`config.mk`:
```
export PLATFORM = sky130hd
export DESIGN_NAME = gdda_front
export DESIGN_NICKNAME = d
export VERILOG_FILES = /design/src/sv/gdda_pkg.sv /design/src/sv/gdda_front.sv
export SDC_FILE = /design/constraint.sdc
export NUM_CORES = 1
export LEC_CHECK = 0
export BUFFER_PORTS_ARGS = -buffer_cell sky130_fd_sc_hd__buf_2
export CORE_AREA = 2 2 154 156
export DETAILED_ROUTE_END_ITERATION = 10
export DIE_AREA = 0 0 156 158
export GPL_TIMING_DRIVEN = 0
export MAX_ROUTING_LAYER = met4
export PLACE_DENSITY = 0.75
export SETUP_SLACK_MARGIN = 0.05
export SYNTH_ARGS = -nofsm -noshare
export SYNTH_HDL_FRONTEND = slang
export SYNTH_SLANG_ARGS = --single-unit
```
`constraint.sdc`:
```
create_clock -name vclk -period 9.2
set_input_delay 1.84 -clock vclk [all_inputs]
set_output_delay 1.84 -clock vclk [all_outputs]
set_load 0.01 [all_outputs]
```
`src/sv/gdda_pkg.sv`:
```
package gdda_pkg;

  // fixed field and datapath widths
  localparam int PIX_W    = 20;
  localparam int DFRAC    = 16;
  localparam int POS_W    = PIX_W + DFRAC;
  localparam int DIR_W    = 24;
  localparam int LEN_W    = 25;
  localparam int STEP_W   = 41;
  localparam int CROSS_W  = 42;
  localparam int DIST_W   = 26;
  localparam int CELL_W   = 22;
  localparam int SQ_W     = 50;
  localparam int DIV_N_W  = 50;
  localparam int DIV_D_W  = 25;
  localparam int MUL_A_W  = 24;
  localparam int MUL_B_W  = 41;
  localparam int MUL_P_W  = MUL_A_W + MUL_B_W;
  localparam int FLD_W    = 7;
  localparam int TOT_W    = 5;

  localparam logic [STEP_W-1:0] STEP_CAP = {1'b1, {(STEP_W-1){1'b0}}};
  localparam logic [PIX_W-1:0]  PIX_MAX  = {PIX_W{1'b1}};

  // register indexes
  localparam logic [1:0] REG_SHIFT_X = 2'd0;
  localparam logic [1:0] REG_SHIFT_Y = 2'd1;
  localparam logic [1:0] REG_MAX_DST = 2'd2;

  typedef enum logic [1:0] {
    Q_WRITE,
    Q_CAST,
    Q_NULL
  } q_kind_t;

  typedef struct packed {
    q_kind_t              kind;
    logic [FLD_W-1:0]     col;
    logic [FLD_W-1:0]     row;
    logic                 solid;
    logic [POS_W-1:0]     ox;
    logic [POS_W-1:0]     oy;
    logic [POS_W-1:0]     ux;
    logic [POS_W-1:0]     uy;
    logic                 negx;
    logic                 negy;
  } q_entry_t;

  typedef struct packed {
    logic [3:0] sx;
    logic [3:0] sy;
    logic [7:0] max_dist;
  } cfg_t;

  typedef struct packed {
    logic               start;
    logic [DIV_N_W-1:0] num;
    logic [DIV_D_W-1:0] den;
  } div_req_t;

  typedef struct packed {
    logic               done;
    logic [DIV_N_W-1:0] quo;
  } div_rsp_t;

  typedef struct packed {
    logic push;
    logic pop;
  } q_ctl_t;

  typedef struct packed {
    logic full;
    logic empty;
  } q_sts_t;

  typedef enum logic [4:0] {
    BK_CLEAR,
    BK_IDLE,
    BK_NORM,
    BK_SQX,
    BK_SQY,
    BK_SQS,
    BK_SQRT,
    BK_DX_GO,
    BK_DX_WAIT,
    BK_DY_GO,
    BK_DY_WAIT,
    BK_CRX,
    BK_CRY,
    BK_CRD,
    BK_WALK,
    BK_TEST,
    BK_MX,
    BK_OX_GO,
    BK_OX_WAIT,
    BK_MY,
    BK_OY_GO,
    BK_OY_WAIT,
    BK_FIN,
    BK_OUT
  } bk_state_t;

endpackage

```
`src/sv/gdda_front.sv`:
```
module gdda_front #(
  parameter int COORD_FRAC_BITS = 4
) (
  input  logic                           in_valid,
  input  logic                           in_req_type,
  input  logic [gdda_pkg::FLD_W-1:0]     in_cell_col,
  input  logic [gdda_pkg::FLD_W-1:0]     in_cell_row,
  input  logic                           in_solid,
  input  logic [gdda_pkg::PIX_W-1:0]     in_start_x,
  input  logic [gdda_pkg::PIX_W-1:0]     in_start_y,
  input  logic [gdda_pkg::PIX_W-1:0]     in_end_x,
  input  logic [gdda_pkg::PIX_W-1:0]     in_end_y,
  input  gdda_pkg::cfg_t                 cfg,
  input  logic                           q_full,
  input  logic                           clearing,
  output logic                           in_stall,
  output logic                           push,
  output gdda_pkg::q_entry_t             entry
);
  import gdda_pkg::*;

  logic [TOT_W-1:0] totx, toty;
  logic [POS_W-1:0] ox, oy, tx, ty;

  // pixels to tile units
  assign totx = TOT_W'(COORD_FRAC_BITS) + TOT_W'(cfg.sx);
  assign toty = TOT_W'(COORD_FRAC_BITS) + TOT_W'(cfg.sy);
  assign ox = {in_start_x, {DFRAC{1'b0}}} >> totx;
  assign oy = {in_start_y, {DFRAC{1'b0}}} >> toty;
  assign tx = {in_end_x, {DFRAC{1'b0}}} >> totx;
  assign ty = {in_end_y, {DFRAC{1'b0}}} >> toty;

  assign in_stall = q_full | clearing;
  assign push     = in_valid & ~in_stall;

  // classify the transaction and form direction magnitudes
  always_comb begin
    entry.col   = in_cell_col;
    entry.row   = in_cell_row;
    entry.solid = in_solid;
    entry.ox    = ox;
    entry.oy    = oy;
    entry.negx  = tx < ox;
    entry.negy  = ty < oy;
    entry.ux    = (tx < ox) ? (ox - tx) : (tx - ox);
    entry.uy    = (ty < oy) ? (oy - ty) : (ty - oy);
    if (!in_req_type) begin
      entry.kind = Q_WRITE;
    end else if (ox == tx && oy == ty) begin
      entry.kind = Q_NULL;
    end else begin
      entry.kind = Q_CAST;
    end
  end

endmodule

```
==> run metrics <==
FF+latch count=0; # rows=56; PD cells=145 nW/µm²; Worst Path Max Fanout=10; Final HPWL DP=39300 µm; setup TNS=0 ps; XOR/XNOR Fraction of Synth Area=4.61%; most common cell in the synthesized netlist=a21oi_1; Yosys top cell area share=14.0%; status=complete, no violations; final std cells w/o fill=2270; startpoint types=input pin; switching power=1.17 mW; DR iter-0 viols=1723; Sw Ratio=62.2%; Setup crit end kind=output pin; Slew HR=44.3%; total track usage=36.9%; min Tclk post-route=8750 ps; Setup CP Type=in -> out; ant diodes=0; post-synthesis sequential area ratio=0%; Hold Worst Slack=3860 ps; largest net degree at the start of global routing=11; core area=23100 µm²; Pwr Total=1.88 mW; first-pass GRT wire length=70800 µm; final wirelength=46100 µm; port buffer count=244; simple-gate portion of the synthesized area=21.3%; Distinct cells, synth=88; global-route congestion overflow total=0; Top cell by count, worst path=buf_2; Synth Cell Area=11400 µm²; largest area contributor in the netlist=ha_1; post-route ant nets=0; critical path arrival=6910 ps; vias in the first global route=12900; post-synthesis adder-cell area fraction=14.8%; Final Slew Violations=0; Ports=280; clock buffers=0; Final Hold Vio Count=0; Initial Utilization=49.5%; HP Class=in -> out; Slowest Stage Delay on Critical Path=460 ps; CP max stage cell=clkbuf_1; Tcrit/Tclk final=95.1%; CTS Hold Bufs=0; largest family of logic cells by synthesized area=compound AO/OA/AOI/OAI gates; RSZ-0062 raised after global routing=false; sequential power share=0%; routed length per instance=20.3 µm; Finish-stage setup viols=0; Die Ht=158 µm; FF+latch area=0 µm²; CP Cell Sequence=clkbuf_1 -> buf_2 -> mux2i_1 -> a21oi_1 -> mux2i_1 -> or2_2 -> ha_1 -> buf_2 -> nand3_1 -> o22ai_1 -> nor3_1 -> o21ai_0 -> a221o_1 -> a31oi_4 -> buf_4 -> buf_2 -> a21oi_1 -> xor2_1 -> buf_2; Post-Syn Instances=1729; VDD IR-drop max=0.000120 V; Achievable Freq=0.114 GHz; Die Width=156 µm; final worst slack=453 ps; largest cells by area after synthesis=ha_1 (14%), a21oi_1 (7.9%), mux2i_1 (7.2%); routed vias/inst=6.23; part of the power in the clock network=0%; Internal Power=713 µW; placed cells=2270; Max Cap Viol=0; DR vias=14100; share of layout cells above drive strength 1=21.9%; pre-CTS setup slack=196 ps; Layout Nets=2229; Layout area overhead=14.3%; die area=24600 µm²; Commonest cells post-synth=a21oi_1 (181), nand2_1 (178), inv_1 (161), nor2_1 (137), ha_1 (128); residual DRC count=0; Slew @ Worst Pin=829 ps; Final GP Congestion=1.07; Gate power share=100.0%; complex-gate fraction of the synthesized area=32.3%; post-synthesis mux area share=15.2%; initial antenna violation count=1; total iterations of the first detailed-routing run=6; warnings from Yosys=0; average cell area after synthesis=6.59 µm²; Leak=6.90 nW; worst endpoint required time=7360 ps
-- layer usage --
metal  wire (µm)  track usage (%)  share of wire, %  up-vias
li1            -                -                 -     6600
met2       19400             54.7                42      909
met1       20600             53.8                45     6565
met4         930             6.77               2.0        0
met5           0                -                 0        -
met3        5220             4.74                11       67
-- cell type report --
cell class | count | area (µm²)
Timing Repair Buffer | 244 | 1220
Buffer | 142 | 727
Tap cell | 290 | 363
Inverter | 164 | 618
Multi-Input combinational cell | 1430 | 10100
Fill cell | 2354 | 10000
-- layout by cell type (no fill, tap or decap), types with 22 or more instances in the layout --
cell	n
buf_2	273
a21oi_1	181
nand2_1	178
inv_1	161
nor2_1	137
ha_1	128
o21ai_0	124
mux2i_1	82
a21o_1	66
clkbuf_1	59
mux2_2	38
nor2b_1	38
xnor2_1	38
a211oi_1	34
nand3_1	32
or2_2	31
buf_4	30
o21bai_1	23
xor2_1	22
-- power by group through the flow --
| stage | logic [mW] | clock network, mW | registers [mW] |
|---|---|---|---|
| 2_1_floorplan | 1.23 | 0 | 0 |
| 3_3_place_gp | 1.82 | 0 | 0 |
| 3_5_place_dp | 1.83 | 0 | 0 |
| 4_1_cts | 1.84 | 0 | 0 |
| 5_1_grt | 2.03 | 0 | 0 |
| 6_report | 1.88 | 0 | 0 |
-- critical path: cells and delay by family --
kind            cells  cell delay [ps]
buf+inv             6             1930
compound gates      6             1520
simple gates        3              690
mux                 2              340
fa+ha+maj           1              330
xor+xnor            1              230
-- logic make-up (layout without fill, tap and decap cells) --
logic type                 Yosys count  after routing
AOI/OAI and AO/OA                  574            574
and+or+nand+nor                    514            514
buffers and inverters              306            550
muxes                              142            142
adders and majority gates          132            132
xor gates and xnor gates            60             60
other                                1              8
-- worst paths after layout --
| check | from | endpoint | depth (start not counted) |
|---|---|---|---|
| worst min-delay path | in_cell_col[5] | entry[159] | 2 |
| worst max-delay path | cfg[8] | entry[11] | 19 |
-- metrics by stage --
step	area, µm²	utilization (%)
floorplan	11400	-
global placement	13000	56.4
detailed placement	13000	56.4
CTS	13000	56.4
global route	13000	56.5
finish	13000	56.5
-- what timing repair did --
action / 4_1_cts / 5_1_grt
resized for setup: 0 / 7
endpoints found under the setup margin: 0 / 36
buffers inserted: 0 / 0
Note: power is estimated with default switching activity, not from simulation.
