===== src/sv/gdda_pkg.sv =====
package gdda_pkg;

  // fixed field and datapath widths
  localparam int PIX_W    = 20;
  localparam int DFRAC    = 16;
  localparam int POS_W    = PIX_W + DFRAC;
  localparam int DIR_W    = 24;
  localparam int LEN_W    = 25;
  localparam int STEP_W   = 41;
  localparam int CROSS_W  = 42;
  localparam int DIST_W   = 26;
  localparam int CELL_W   = 22;
  localparam int SQ_W     = 50;
  localparam int DIV_N_W  = 50;
  localparam int DIV_D_W  = 25;
  localparam int MUL_A_W  = 24;
  localparam int MUL_B_W  = 41;
  localparam int MUL_P_W  = MUL_A_W + MUL_B_W;
  localparam int FLD_W    = 7;
  localparam int TOT_W    = 5;

  localparam logic [STEP_W-1:0] STEP_CAP = {1'b1, {(STEP_W-1){1'b0}}};
  localparam logic [PIX_W-1:0]  PIX_MAX  = {PIX_W{1'b1}};

  // register indexes
  localparam logic [1:0] REG_SHIFT_X = 2'd0;
  localparam logic [1:0] REG_SHIFT_Y = 2'd1;
  localparam logic [1:0] REG_MAX_DST = 2'd2;

  typedef enum logic [1:0] {
    Q_WRITE,
    Q_CAST,
    Q_NULL
  } q_kind_t;

  typedef struct packed {
    q_kind_t              kind;
    logic [FLD_W-1:0]     col;
    logic [FLD_W-1:0]     row;
    logic                 solid;
    logic [POS_W-1:0]     ox;
    logic [POS_W-1:0]     oy;
    logic [POS_W-1:0]     ux;
    logic [POS_W-1:0]     uy;
    logic                 negx;
    logic                 negy;
  } q_entry_t;

  typedef struct packed {
    logic [3:0] sx;
    logic [3:0] sy;
    logic [7:0] max_dist;
  } cfg_t;

  typedef struct packed {
    logic               start;
    logic [DIV_N_W-1:0] num;
    logic [DIV_D_W-1:0] den;
  } div_req_t;

  typedef struct packed {
    logic               done;
    logic [DIV_N_W-1:0] quo;
  } div_rsp_t;

  typedef struct packed {
    logic push;
    logic pop;
  } q_ctl_t;

  typedef struct packed {
    logic full;
    logic empty;
  } q_sts_t;

  typedef enum logic [4:0] {
    BK_CLEAR,
    BK_IDLE,
    BK_NORM,
    BK_SQX,
    BK_SQY,
    BK_SQS,
    BK_SQRT,
    BK_DX_GO,
    BK_DX_WAIT,
    BK_DY_GO,
    BK_DY_WAIT,
    BK_CRX,
    BK_CRY,
    BK_CRD,
    BK_WALK,
    BK_TEST,
    BK_MX,
    BK_OX_GO,
    BK_OX_WAIT,
    BK_MY,
    BK_OY_GO,
    BK_OY_WAIT,
    BK_FIN,
    BK_OUT
  } bk_state_t;

endpackage


===== src/sv/gdda_div.sv =====
module gdda_div (
  input  logic               clk,
  input  logic               rst_n,
  input  gdda_pkg::div_req_t req,
  output gdda_pkg::div_rsp_t rsp
);
  import gdda_pkg::*;

  localparam int CNT_W = $clog2(DIV_N_W + 1);

  logic               busy_r;
  logic               done_r;
  logic [CNT_W-1:0]   cnt_r;
  logic [DIV_D_W-1:0] den_r;
  logic [DIV_D_W-1:0] rem_r;
  logic [DIV_N_W-1:0] q_r;
  logic [DIV_D_W:0]   trial;
  logic               ge;

  // one quotient bit per cycle, restoring
  assign trial = {rem_r, q_r[DIV_N_W-1]};
  assign ge    = trial >= {1'b0, den_r};

  assign rsp.done = done_r;
  assign rsp.quo  = q_r;

  always_ff @(posedge clk) begin
    if (!rst_n) begin
      busy_r <= 1'b0;
      done_r <= 1'b0;
      cnt_r  <= '0;
    end else begin
      done_r <= 1'b0;
      if (req.start) begin
        busy_r <= 1'b1;
        cnt_r  <= CNT_W'(DIV_N_W);
      end else if (busy_r) begin
        cnt_r <= cnt_r - CNT_W'(1);
        if (cnt_r == CNT_W'(1)) begin
          busy_r <= 1'b0;
          done_r <= 1'b1;
        end
      end
    end
  end

  always_ff @(posedge clk) begin
    if (req.start) begin
      den_r <= req.den;
      rem_r <= '0;
      q_r   <= req.num;
    end else if (busy_r) begin
      rem_r <= ge ? DIV_D_W'(trial - {1'b0, den_r}) : trial[DIV_D_W-1:0];
      q_r   <= {q_r[DIV_N_W-2:0], ge};
    end
  end

endmodule


===== config.mk =====
export PLATFORM = sky130hd
export DESIGN_NAME = gdda_div
export DESIGN_NICKNAME = d
export VERILOG_FILES = /design/src/sv/gdda_pkg.sv /design/src/sv/gdda_div.sv
export SDC_FILE = /design/constraint.sdc
export NUM_CORES = 1
export LEC_CHECK = 0
export ABC_AREA = 1
export CORE_UTILIZATION = 52
export CTS_BUF_LIST = sky130_fd_sc_hd__clkbuf_8
export DETAILED_ROUTE_END_ITERATION = 16
export DONT_BUFFER_PORTS = 1
export GPL_ROUTABILITY_DRIVEN = 1
export PLACE_DENSITY = 0.76
export RECOVER_POWER = 50
export SLEW_MARGIN = 10
export SYNTH_ARGS = -nofsm -noshare
export SYNTH_HDL_FRONTEND = slang
export SYNTH_SLANG_ARGS = --single-unit

===== constraint.sdc =====
create_clock -name clk -period 3.7 [get_ports clk]
set_input_delay 0.185 -clock clk [delete_from_list [all_inputs] [get_ports clk]]
set_output_delay 0.185 -clock clk [all_outputs]
set_load 0.005 [all_outputs]

==> impl_metrics.yaml, run 1 <==
synthesis:
  synth-edff-count: 75
  ys_async_sr_fraction_pct: 0
  yosysSeqAreaShare_pct: 45.1
  synth_area_leaders: "edfxtp_1, nand2_1, dfxtp_1, inv_1, ha_1"
  syn-cell-area_um2: 6460
  synth_top_area_cell: "edfxtp_1"
  synthCells: 877
  synth-seq-cells: 108
  ys.flop_type: "edfxtp_1"
  synth_nets: 983
  yosysWarnings: 0
  syn_area_per_cell_um2: 7.36
  synthDistinctLibCells: 37
  synthDominantCellAreaShare_pct: 34.9
  yosysMostFrequentCell: "nand2_1"
  ys_top_cells_by_count: "nand2_1, inv_1, edfxtp_1"
timing:
  rsz0062_at_grt: "no"
  finalHoldViolCount: 0
  max_freq_mhz: 379
  fin_setup_tns_ns: 0
  setup_violations: 0
  post-route-min-period_ns: 2.64
  tightest_slew_ns: 3.18
  finalClockSkew_ns: 0.0214
  max-slew-margin-rel_pct: -112
  timing.final.crit_share_pct: 71.3
  slew_violations: 118
power:
  power.density_nw_per_um2: 345
  power.total_mw: 2.62
  leakagePower_nw: 3.79
  ir_drop_mv: 0.335
job:
  max_cap_violations: 2
drt:
  wl_per_cell_um: 14.8
  vias: 5747
  routed_wl_mm: 16.6
  drt_iter0_drc: 442
  drc: 0
  viasPerCell: 5.13
  ant_nets: 0
  first_pass_iters: 5
floorplan:
  die_y_um: 113
  initial_core_util_pct: 53.5
  die_w_um: 113
  pin_count: 129
  fp-row-count: 40
  die_area_um2: 12900
  fp.coreArea_um2: 12100
clocking:
  cts_resized: 0
  cts-htree-levels: 3
  cts_tree: "done"
  postCtsSetupBuffers: 0
  path_clk_slew_ns: 0.12
  numCtsBuffers: 9
  clk_latency_ns: 0.40
  cts_sinks: 108
  cts_buffer_depth: 2
  cts_root_buffer: "clkbuf_8"
placed_design:
  hpwl_mm: 10.5
  dpl.cell_count: 1026
  port_buffers: 0
  globalplace.congestion: 0.953
final_layout:
  fin_cells: 1120
  drive_gt1_share_pct: 4.41
  antenna_cells: 0
  finalNetCount: 1053
  fillers: 1038
  areaGrowthSynthToFinish_pct: 17.5
worst_setup_path:
  r2r_setup_slack_ns: 1.20
  critPathMaxFanout: 63
  startpoint_type: "input pin"
  path_cells: "clkbuf_1 > nand2_1 > nand2_1"
  worstSetupEndpointType: "register"
  crit_top_cell: "nand2_1"
  arrival_ns: 2.89
  worstPathRequired_ns: 3.96
  cp_slowest_stage_delay_ns: 2.20
  critPathTopFamily: "buffers and inverters"
  slowest_stage: "clkbuf_1"
  critPathKind: "input pin to register"
  crit_buf_inv: 1
global_route:
  grt-ovfl-total: 0
  grt_pass1_wl_mm: 26.7
  grt_max_degree: 64
  antenna_found_initial: 0
  grt_pass1_vias: 5510
  track_usage_pct: 26.7
worst_hold_path:
  hp-class: "input pin to register"
run_status:
  violations: "capacitance limit, slew limit"
  status: "finished with violations"
==> sequential cells by signal, summed over array words and instances, names as in the netlist <==
| signal | flops |
|---|---|
| done_r | 1 |
| rem_r | 25 |
| busy_r | 1 |
| cnt_r | 6 |
| q_r | 50 |
| den_r | 25 |
==> final timing paths <==
path,from,end,depth (start not counted)
max,req[75],q_r[11]$_DFFE_PP_,3
min,req[67],q_r[42]$_DFFE_PP_,2
max reg2reg,den_r[9]$_DFFE_PP_,rem_r[21]$_SDFFE_PP0P_,11
min reg2reg,rem_r[21]$_SDFFE_PP0P_,rem_r[21]$_SDFFE_PP0P_,2
==> cells in the final DEF (no fill, tap or decap), types with 13 or more instances in the layout <==
cell type | Yosys | layout
dfxtp_1 | 33 | 33
nand3_1 | 54 | 54
xnor2_1 | 13 | 13
inv_1 | 146 | 146
nor2_1 | 34 | 34
dlygate4sd3_1 | 0 | 77
ha_1 | 27 | 27
nand2_1 | 377 | 377
nand4_1 | 31 | 31
edfxtp_1 | 75 | 75
==> stage by stage <==
stage          hold slack (ns)  worst slack (ns)  utilization [%]  cell area [µm²]
6_report                0.0709              1.06             62.9             7590
5_1_grt                 0.0678             0.833             62.9             7590
4_1_cts               0.000999              1.22             63.0             7600
3_5_place_dp             0.284              1.24             54.6             6590
3_3_place_gp             0.284              1.28             54.6             6590
2_1_floorplan            0.284              1.04                -             6460
==> layer usage <==
metal  up-vias  track usage [%]  share of wire (%)
met4         0             8.16                1.7
met1      2570             34.7                 43
met5         -                0                  0
li1       2884                -                  -
met3        26             7.44                9.8
met2       267             43.4                 46
==> area by class of cell <==
cell class	instances	area [µm²]	area share, %
clock inverter	7	103	1.35
timing repair buffer	83	812	10.7
inverter	151	567	7.47
clock buffer	9	124	1.63
sequential	108	2910	38.4
tap	168	210	2.77
multi-input combinational	594	2860	37.7
==> power by group <==
group	switching, mW	internal [mW]
registers	0.0613	1.40
logic	0.200	0.140
clock network	0.482	0.338
==> timing repair <==
item                                   CTS  global route
hold buffers                            77             1
setup endpoints to repair                0             0
endpoints found under the hold margin  105             1
==> kinds of logic (layout without fill, tap and decap cells) <==
group	Yosys count	count (layout)	synth area share (%)
fa+ha+maj	28	28	5.54
flops	108	108	45.1
buf+inv	175	250	10.6
compound gates	30	30	2.77
xor+xnor	14	14	1.90
simple gates	522	522	34.1
Power figures use the tool's default switching activity.
==> run 2: changes to the inputs <==
- clock period: 3.7 -> 2.5 ns (I/O delays scaled with it)
==> impl_metrics.yaml, run 2 (synthesis gave the netlist of run 1 again) <==
run_status:
  status: "finished with violations"
  violations: "capacitance limit, slew limit"
drt:
  ant_nets: 0
  viasPerCell: 5.10
  wl_per_cell_um: 14.2
  first_pass_iters: 5
  drc: 0
  routed_wl_mm: 16.0
  vias: 5730
  drt_iter0_drc: 330
worst_setup_path:
  arrival_ns: 2.57
  startpoint_type: "register"
  critPathMaxFanout: 25
  critPathKind: "register to register"
  worstPathRequired_ns: 2.77
  worstSetupEndpointType: "register"
worst_hold_path:
  hp-class: "input pin to register"
placed_design:
  globalplace.congestion: 0.936
  dp_slack_ns: 0.142
  dpl.cell_count: 1029
  port_buffers: 0
  hpwl_mm: 10.4
timing:
  setup_slack_ns: 0.201
  tightest_slew_ns: 1.67
  max_freq_mhz: 435
  timing.final.crit_share_pct: 92.0
  finalClockSkew_ns: 0.00802
  finalHoldViolCount: 0
  rsz0062_at_grt: "no"
  max-slew-margin-rel_pct: -11.5
  fin_setup_tns_ns: 0
  post-route-min-period_ns: 2.30
  slew_violations: 77
  setup_violations: 0
final_layout:
  fillers: 998
  areaGrowthSynthToFinish_pct: 17.7
  area.sequential_um2: 2910
  drive_gt1_share_pct: 5.03
  regMostFlops: "q_r"
  mostFrequentLayoutCells: "nand2_1, inv_1, dlygate4sd3_1"
  multi_input_area_um2: 2880
  layout_commonest_cell: "nand2_1"
  finalNetCount: 1056
  largest_reg_flops: 50
  reg.largest.list: "q_r x50, den_r x25, rem_r x25"
  fin_cells: 1124
floorplan:
  initial_core_util_pct: 53.5
  die_y_um: 113
  pin_count: 129
  fp-row-count: 40
  die_area_um2: 12900
  fp.coreArea_um2: 12100
  die_w_um: 113
power:
  p_int_mw: 2.68
  power.density_nw_per_um2: 485
  p_sw_share_pct: 27.3
  p_comb_share_pct: 13.6
  ir_drop_mv: 0.436
  p_switching_mw: 1.01
  p_clk_share_pct: 27.7
  seq_power_share_pct: 58.6
  leakagePower_nw: 3.81
global_route:
  grt_pass1_wl_mm: 26.0
  antenna_found_initial: 1
  grt_max_degree: 77
  grt-ovfl-total: 0
  grt_pass1_vias: 5609
  track_usage_pct: 25.7
clocking:
  clk_latency_ns: 0.39
  numCtsBuffers: 9
  cts_buffer_depth: 2
  cts_tree: "done"
  postCtsSetupBuffers: 0
  cts_sinks: 108
  path_clk_slew_ns: 0.10
  cts-htree-levels: 3
  cts_root_buffer: "clkbuf_8"
job:
  max_cap_violations: 1
-- run 2: path summary, 6_finish.rpt --
| kind | startpoint | end | slack [ns] | depth (start not counted) |
|---|---|---|---|---|
| min | req[75] | rem_r[21]$_SDFFE_PP0P_ | 0.15 | 4 |
| max reg2reg | q_r[49]$_DFFE_PP_ | rem_r[7]$_SDFFE_PP0P_ | 0.20 | 11 |
| max | q_r[49]$_DFFE_PP_ | rem_r[7]$_SDFFE_PP0P_ | 0.20 | 11 |
| min reg2reg | rem_r[24]$_SDFFE_PP0P_ | rem_r[24]$_SDFFE_PP0P_ | 0.48 | 2 |
-- run 2: layer usage --
layer | up-vias | GRT usage, % | part of all wire, %
met5 | - | 0 | 0
met4 | 0 | 10.9 | 2.7
met3 | 41 | 6.59 | 7.9
met2 | 236 | 43.8 | 47
met1 | 2564 | 31.0 | 42
li1 | 2889 | - | -
-- run 2: metrics by stage --
stage	power (mW)	area [µm²]	hold WS (ns)	util (%)
6_report	3.68	7600	0.150	63.0
2_1_floorplan	2.47	6460	0.224	-
5_1_grt	3.84	7600	0.164	63.0
4_1_cts	3.69	7600	0.139	63.0
3_3_place_gp	2.56	6620	0.224	54.9
3_5_place_dp	2.56	6620	0.224	54.9
-- run 2: power by group through the flow --
stage	Sequential, mW	Combinational, mW	Clock [mW]
3_5_place_dp	2.19	0.372	0
6_report	2.16	0.502	1.02
3_3_place_gp	2.19	0.364	0
5_1_grt	2.18	0.561	1.11
2_1_floorplan	2.17	0.302	0
4_1_cts	2.16	0.492	1.05
-- run 2: cell type report --
cell class | count | area share (%)
diodes | 1 | 0.0329
clock buffers | 10 | 1.81
clock inverters | 6 | 0.626
inverters | 151 | 7.46
multi-input cells | 595 | 37.9
flip-flops and latches | 108 | 38.3
well taps | 168 | 2.77
repair buffers | 85 | 11.1
-- run 2: what timing repair did --
action                     in CTS  in global routing
gates resized for setup         0                  2
hold endpoints to repair      108                  0
hold buffers                   77                  0
setup endpoints to repair       0                  4
-- run 2: critical path, stage by stage (launching register included) --
cell and delay, ns:
edfxtp_1 0.45, inv_1 0.10, ha_1 0.17, inv_1 0.06
fa_1 0.44, nand3_1 0.13, nand3_2 0.12, nand2_2 0.16
buf_6 0.25, nand4_1 0.12, nand3_1 0.11, o21ai_1 0.06
