--- config.mk ---
export PLATFORM = sky130hd
export DESIGN_NAME = gdda_queue
export DESIGN_NICKNAME = d
export VERILOG_FILES = /design/src/sv/gdda_pkg.sv /design/src/sv/gdda_queue.sv
export SDC_FILE = /design/constraint.sdc
export NUM_CORES = 1
export LEC_CHECK = 0
export ABC_AREA = 1
export CAP_MARGIN = 15
export CORE_MARGIN = 2
export CORE_UTILIZATION = 25
export DETAILED_ROUTE_END_ITERATION = 8
export DONT_BUFFER_PORTS = 1
export SLEW_MARGIN = 10
export SYNTH_ARGS = -nofsm -noshare
export SYNTH_HDL_FRONTEND = slang
export SYNTH_SLANG_ARGS = --single-unit
--- constraint.sdc ---
create_clock -name clk -period 16.4 [get_ports clk]
set_clock_uncertainty 0.2 [all_clocks]
set_input_delay 3.28 -clock clk [delete_from_list [all_inputs] [get_ports clk]]
set_output_delay 3.28 -clock clk [all_outputs]
set_load 0.005 [all_outputs]
--- src/sv/gdda_pkg.sv ---
package gdda_pkg;

  // fixed field and datapath widths
  localparam int PIX_W    = 20;
  localparam int DFRAC    = 16;
  localparam int POS_W    = PIX_W + DFRAC;
  localparam int DIR_W    = 24;
  localparam int LEN_W    = 25;
  localparam int STEP_W   = 41;
  localparam int CROSS_W  = 42;
  localparam int DIST_W   = 26;
  localparam int CELL_W   = 22;
  localparam int SQ_W     = 50;
  localparam int DIV_N_W  = 50;
  localparam int DIV_D_W  = 25;
  localparam int MUL_A_W  = 24;
  localparam int MUL_B_W  = 41;
  localparam int MUL_P_W  = MUL_A_W + MUL_B_W;
  localparam int FLD_W    = 7;
  localparam int TOT_W    = 5;

  localparam logic [STEP_W-1:0] STEP_CAP = {1'b1, {(STEP_W-1){1'b0}}};
  localparam logic [PIX_W-1:0]  PIX_MAX  = {PIX_W{1'b1}};

  // register indexes
  localparam logic [1:0] REG_SHIFT_X = 2'd0;
  localparam logic [1:0] REG_SHIFT_Y = 2'd1;
  localparam logic [1:0] REG_MAX_DST = 2'd2;

  typedef enum logic [1:0] {
    Q_WRITE,
    Q_CAST,
    Q_NULL
  } q_kind_t;

  typedef struct packed {
    q_kind_t              kind;
    logic [FLD_W-1:0]     col;
    logic [FLD_W-1:0]     row;
    logic                 solid;
    logic [POS_W-1:0]     ox;
    logic [POS_W-1:0]     oy;
    logic [POS_W-1:0]     ux;
    logic [POS_W-1:0]     uy;
    logic                 negx;
    logic                 negy;
  } q_entry_t;

  typedef struct packed {
    logic [3:0] sx;
    logic [3:0] sy;
    logic [7:0] max_dist;
  } cfg_t;

  typedef struct packed {
    logic               start;
    logic [DIV_N_W-1:0] num;
    logic [DIV_D_W-1:0] den;
  } div_req_t;

  typedef struct packed {
    logic               done;
    logic [DIV_N_W-1:0] quo;
  } div_rsp_t;

  typedef struct packed {
    logic push;
    logic pop;
  } q_ctl_t;

  typedef struct packed {
    logic full;
    logic empty;
  } q_sts_t;

  typedef enum logic [4:0] {
    BK_CLEAR,
    BK_IDLE,
    BK_NORM,
    BK_SQX,
    BK_SQY,
    BK_SQS,
    BK_SQRT,
    BK_DX_GO,
    BK_DX_WAIT,
    BK_DY_GO,
    BK_DY_WAIT,
    BK_CRX,
    BK_CRY,
    BK_CRD,
    BK_WALK,
    BK_TEST,
    BK_MX,
    BK_OX_GO,
    BK_OX_WAIT,
    BK_MY,
    BK_OY_GO,
    BK_OY_WAIT,
    BK_FIN,
    BK_OUT
  } bk_state_t;

endpackage

--- src/sv/gdda_queue.sv ---
module gdda_queue (
  input  logic                clk,
  input  logic                rst_n,
  input  gdda_pkg::q_ctl_t    ctl,
  input  gdda_pkg::q_entry_t  wdata,
  output gdda_pkg::q_sts_t    sts,
  output gdda_pkg::q_entry_t  rdata
);
  import gdda_pkg::*;

  q_entry_t   slot_r [2];
  logic       wptr_r, rptr_r;
  logic [1:0] cnt_r, cnt_nxt;

  assign sts.full  = cnt_r == 2'd2;
  assign sts.empty = cnt_r == 2'd0;
  assign rdata     = slot_r[rptr_r];

  always_comb begin
    cnt_nxt = cnt_r;
    if (ctl.push && !ctl.pop) begin
      cnt_nxt = cnt_r + 2'd1;
    end else if (!ctl.push && ctl.pop) begin
      cnt_nxt = cnt_r - 2'd1;
    end
  end

  // two-entry queue pointers
  always_ff @(posedge clk) begin
    if (!rst_n) begin
      wptr_r <= 1'b0;
      rptr_r <= 1'b0;
      cnt_r  <= 2'd0;
    end else begin
      cnt_r <= cnt_nxt;
      if (ctl.push) begin
        wptr_r <= ~wptr_r;
      end
      if (ctl.pop) begin
        rptr_r <= ~rptr_r;
      end
    end
  end

  always_ff @(posedge clk) begin
    if (ctl.push) begin
      slot_r[wptr_r] <= wdata;
    end
  end

endmodule

==> results.sh, run 1 <==
export IMPL_synth_area_sq_um=12260
export IMPL_antenna_cells=0
export IMPL_mostFrequentLayoutCell="edfxtp_1"
export IMPL_synthTopCellsByArea="edfxtp_1 (80%), mux2_4 (8.6%), mux2_2 (8.5%)"
export IMPL_crit_cells=3
export IMPL_hold_class="flop to flop"
export IMPL_hold_depth=2
export IMPL_timing_fmax_mhz=154.9
export IMPL_design_power_total_mw=1.901
export IMPL_antenna_left=0
export IMPL_rsz0062_at_grt="no"
export IMPL_grt_max_degree=68
export IMPL_core_area_sq_um=48650
export IMPL_cp_required_ns=12.92
export IMPL_hold_slack_ns=0.3039
export IMPL_finalCritPeriodShare=0.3936
export IMPL_grt_pass1_vias=5103
export IMPL_ctsHtreeMaxLevel=2
export IMPL_place_hpwl_um=16280
export IMPL_start_util=0.2521
export IMPL_p_seq_frac=0.522
export IMPL_setup_violations=0
export IMPL_grt_ovfl_total=0
export IMPL_setup_tns_ns=0
export IMPL_crit_chain="buf_4 > buf_4 > mux2_2"
export IMPL_critical_path_slowest_cell="buf_4"
export IMPL_hold_viol=0
export IMPL_insertion_delay_ns=0.51
export IMPL_nNetsFinal=738
export IMPL_finalMaxSlewViolations=0
export IMPL_drc=0
export IMPL_relSlewSlack=0.3687
export IMPL_vias_per_cell=4.045
export IMPL_synthToLayoutAreaGrowth_pct=15.28
export IMPL_crit_buf_inv=2
export IMPL_setup_worst_path_start_class="flop"
export IMPL_yosysTopAreaCellShare=0.7984
export IMPL_drt_total_wl_um=24340
export IMPL_grt_total_usage=0.09159
export IMPL_syn_avg_cell_area_sq_um=22.62
export IMPL_worst_setup_path_end_kind="output pin"
export IMPL_cp_data_arrival_time_ns=2.98
export IMPL_antenna_found_initial=1
export IMPL_worst_path_most_repeated_cell="buf_4"
export IMPL_num_rows=81
export IMPL_critPathMaxStageDelay_ns=0.73
export IMPL_synth_seq_area_share=0.8065
export IMPL_p_per_area_nw_per_um2=134.5
export IMPL_gp_congestion=0.7271
export IMPL_synth_cell_types=14
export IMPL_postCtsHoldBufs=0
export IMPL_leakagePower_nw=4.679
export IMPL_finalCriticalPeriod_ns=6.455
export IMPL_pwr_share_clk=0.421
export IMPL_cts_root_buf="clkbuf_16"
export IMPL_cts_resized=0
export IMPL_portBuffers=0
export IMPL_clockBufferDepth=3
export IMPL_dieArea_sq_um=50830
export IMPL_num_io_pins=332
export IMPL_synth_warnings=0
export IMPL_p_int_mw=1.509
export IMPL_dr_pass1_iters=4
export IMPL_crit_fanout=46
export IMPL_die_w_um=225.5
export IMPL_worstSetupPathType="flop to output pin"
export IMPL_cts_tree="done"
export IMPL_layout_drive_gt1_share=0.3822
export IMPL_maxCapViolCount=0
export IMPL_synth_nets=710
export IMPL_synth_seq_cells=331
export IMPL_tightest_slew_ns=0.9470
export IMPL_crit_family="buffers and inverters"
export IMPL_cts_inserted_buffers=36
export IMPL_swShare=0.2062
export IMPL_wire_per_inst_um=20.02
export IMPL_cts_num_sinks=331
export IMPL_clk_pin_slew_ns=0.06
export IMPL_r2r_cells=3
export IMPL_run_status="finished clean"
export IMPL_power_switching_uw=392.0
export IMPL_vias=4919
export IMPL_drtIter0Drc=228
export IMPL_peakVddDrop_mv=0.07827
export IMPL_synthCells=542
export IMPL_postCtsSetupRepairBufs=0
export IMPL_p_comb_frac=0.057
export IMPL_grt_pass1_wl_um=33750
export IMPL_dieHeight_um=225.5
export IMPL_final_cell_mix="edfxtp_1 (326), mux2_2 (93), mux2_4 (70)"
export IMPL_yosysTopAreaCell="edfxtp_1"
==> power groups by stage <==
stage	Combinational [mW]	Clock [mW]	Sequential [mW]
2_1_floorplan	0.0899	0	1.01
3_3_place_gp	0.112	0	1.01
3_5_place_dp	0.113	0	1.01
4_1_cts	0.114	0.831	0.993
5_1_grt	0.119	0.859	0.997
6_report	0.109	0.800	0.993
==> worst paths after layout <==
check / from / to / slack [ns]
max: flop / rdata[155] / 9.94
max reg2reg: wptr_r / slot_r[0][133] / 13.60
min reg2reg: rptr_r / rptr_r / 0.30
min: rptr_r / rptr_r / 0.30
==> final cells by class <==
type	instances	area, sq um
timing repair buffer	8	60.06
clock inverter	20	210.2
inverter	8	35.03
clock buffer	42	954.7
sequential	331	9893
multi-input combinational	185	2203
fill	4746	34510
tap	622	778.2
==> cells by family after synthesis <==
kind of cell / share of synthesized area
DFF: 0.8065
adders and majority gates: 0.001020
AOI/OAI and AO/OA: 0.0008155
muxes: 0.1711
buffers and inverters: 0.01439
and+or+nand+nor: 0.006122
==> cell usage after synthesis <==
cell / instances
buf_2: 9
a21oi_1: 1
nand3_1: 1
ha_1: 1
nor2_1: 9
edfxtp_1: 326
nand4_1: 1
nand2_1: 8
dfxtp_1: 5
mux2_2: 93
inv_1: 8
buf_6: 9
o21ai_0: 1
mux2_4: 70
==> registers in the layout, indices dropped and copies added (netlist names), named ones only <==
signal	cells
wptr_r	1
rptr_r	1
cnt_r	2
slot_r	326
==> layer usage <==
layer	wire length [um]	track usage
met2	11650	0.1503
met4	772	0.04443
met3	3819	0.06375
met1	8079	0.08636
met5	13	0
==> tightest hold or removal path: cells and delay by family, from the launching register on <==
kind,cells,cell delay [ns]
DFF,1,0.33
and+or+nand+nor,2,0.14
==> per-stage QoR <==
step	cell area, sq um	setup WS [ns]	std cells	util
after global placement	12970	10.43	1154	0.2666
after floorplan	12260	5.373	542	-
after CTS	14130	9.807	1216	0.2906
after global routing	14130	9.712	1216	0.2906
final	14130	9.945	1216	0.2906
after detailed placement	12970	10.38	1154	0.2666
(Power assumes the default switching activity.)
==> run 2, diff against run 1 <==
==> constraint.sdc (replaced) <==
create_clock -name clk -period 6.7 [get_ports clk]
set_clock_uncertainty 0.2 [all_clocks]
set_input_delay 1.34 -clock clk [delete_from_list [all_inputs] [get_ports clk]]
set_output_delay 1.34 -clock clk [all_outputs]
set_load 0.005 [all_outputs]
==> run 2 against run 1 <==
Against the previous run: flip-flop and latch count is the same; combinational power grew 140%; clock power grew 130%; power grew 140%; non-clock buffer count shrank 2; routed wire length shrank 2.0%; setup slack lost 7.4 ns; critical path type unchanged; final cell count shrank 0.16%; design area shrank 0.32%; critical path depth shrank 1.
==> results.sh, run 2 (synthesized netlist as in run 1, its figures left out) <==
export IMPL_drc=0
export IMPL_wire_per_inst_um=19.64
export IMPL_insertion_delay_ns=0.53
export IMPL_place_hpwl_um=15430
export IMPL_clk_pin_slew_ns=0.06
export IMPL_postCtsHoldBufs=0
export IMPL_finalCritPeriodShare=0.6275
export IMPL_tightest_slew_ns=0.9235
export IMPL_worst_setup_path_end_kind="output pin"
export IMPL_cts_root_buf="clkbuf_16"
export IMPL_crit_cells=2
export IMPL_finalCriticalPeriod_ns=4.204
export IMPL_drt_total_wl_um=23850
export IMPL_place_area_sq_um=12980
export IMPL_clockBufferDepth=3
export IMPL_critPathMaxStageDelay_ns=0.90
export IMPL_cp_data_arrival_time_ns=2.66
export IMPL_relSlewSlack=0.3829
export IMPL_hold_viol=0
export IMPL_grt_ovfl_total=0
export IMPL_r2r_start="wptr_r"
export IMPL_cts_inserted_buffers=36
export IMPL_crit_buf_inv=1
export IMPL_grt_pass1_wl_um=33080
export IMPL_setup_violations=0
export IMPL_antenna_cells=0
export IMPL_nNetsFinal=736
export IMPL_dieHeight_um=225.5
export IMPL_critical_path_slowest_cell="dfxtp_4"
export IMPL_start_util=0.2521
export IMPL_antenna_left=0
export IMPL_r2r_cells=2
export IMPL_postCtsSetupRepairBufs=0
export IMPL_maxCapViolCount=0
export IMPL_crit_chain="buf_4 > mux2_2"
export IMPL_final_area_sq_um=14090
export IMPL_drtIter0Drc=269
export IMPL_setup_tns_ns=0
export IMPL_peakVddDrop_mv=0.2077
export IMPL_mostFrequentLayoutCell="edfxtp_1"
export IMPL_portBuffers=0
export IMPL_cts_resized=0
export IMPL_largest_registers="slot_r x326, cnt_r x2"
export IMPL_grt_total_usage=0.08853
export IMPL_timing_fmax_mhz=237.8
export IMPL_dieArea_sq_um=50830
export IMPL_fillers=4758
export IMPL_die_w_um=225.5
export IMPL_regMostFlops="slot_r"
export IMPL_vias=4981
export IMPL_layout_drive_gt1_share=0.3784
export IMPL_min_from="rptr_r"
export IMPL_hold_class="flop to flop"
export IMPL_cts_tree="done"
export IMPL_final_cell_mix="edfxtp_1 (326), mux2_2 (93), mux2_4 (70)"
export IMPL_dr_pass1_iters=4
export IMPL_worstSetupPathType="flop to output pin"
export IMPL_crit_family="flip-flops"
export IMPL_synthToLayoutAreaGrowth_pct=14.91
export IMPL_largest_register_ffs=326
export IMPL_num_io_pins=332
export IMPL_dp_cells=1152
export IMPL_core_area_sq_um=48650
export IMPL_instances_no_fill=1214
export IMPL_antenna_found_initial=1
export IMPL_grt_max_degree=77
export IMPL_hold_depth=2
export IMPL_num_rows=81
export IMPL_design_power_total_mw=4.560
export IMPL_crit_fanout=59
export IMPL_ctsHtreeMaxLevel=2
export IMPL_cp_required_ns=5.16
export IMPL_hold_slack_ns=0.2927
export IMPL_grt_pass1_vias=5222
export IMPL_rsz0062_at_grt="no"
export IMPL_leakagePower_nw=4.655
export IMPL_p_per_area_nw_per_um2=323.6
export IMPL_finalMaxSlewViolations=0
export IMPL_vias_per_cell=4.103
export IMPL_cts_num_sinks=331
export IMPL_setup_worst_path_start_class="flop"
export IMPL_run_status="finished clean"
export IMPL_gp_congestion=0.7016
==> run 2: area by class of cell <==
cell class	instances	area, sq um	share of cell area
well taps	622	778.2	0.05523
repair buffers	6	70.07	0.004973
clock buffers	42	944.7	0.06705
clock inverters	20	165.2	0.01172
multi-input cells	185	2203	0.1564
inverters	8	35.03	0.002486
flip-flops and latches	331	9893	0.7022
==> run 2: tightest hold or removal path, stage by stage, from the launching register on <==
cell and delay, ns:
dfxtp_1 0.33, nor2_1 0.06, nor2_1 0.08
==> run 2: through the flow <==
stage,utilization,setup WS (ns)
2_1_floorplan,-,0.4589
3_3_place_gp,0.2668,3.036
3_5_place_dp,0.2668,2.984
4_1_cts,0.2896,2.416
5_1_grt,0.2896,2.300
6_report,0.2896,2.496
==> run 2: path summary, 6_finish.rpt <==
| kind | slack, ns | to |
|---|---|---|
| hold reg to reg | 0.29 | rptr_r |
| setup reg to reg | 4.18 | slot_r[0][109] |
| setup / recovery | 2.50 | rdata[23] |
| hold / removal | 0.29 | rptr_r |
==> run 2: per-layer routing <==
| layer | global-route usage | up-vias | wire (um) |
|---|---|---|---|
| li1 | - | 2187 | - |
| met1 | 0.08829 | 2483 | 8229 |
| met2 | 0.1427 | 257 | 11330 |
| met3 | 0.05841 | 52 | 3502 |
| met4 | 0.04166 | 2 | 768 |
| met5 | 0 | - | 13 |
==> run 2: report_power, final <==
group | internal [mW] | switching [mW]
clock network | 1.09 | 0.776
registers | 2.40 | 0.0367
logic | 0.119 | 0.137
total | 3.61 | 0.951
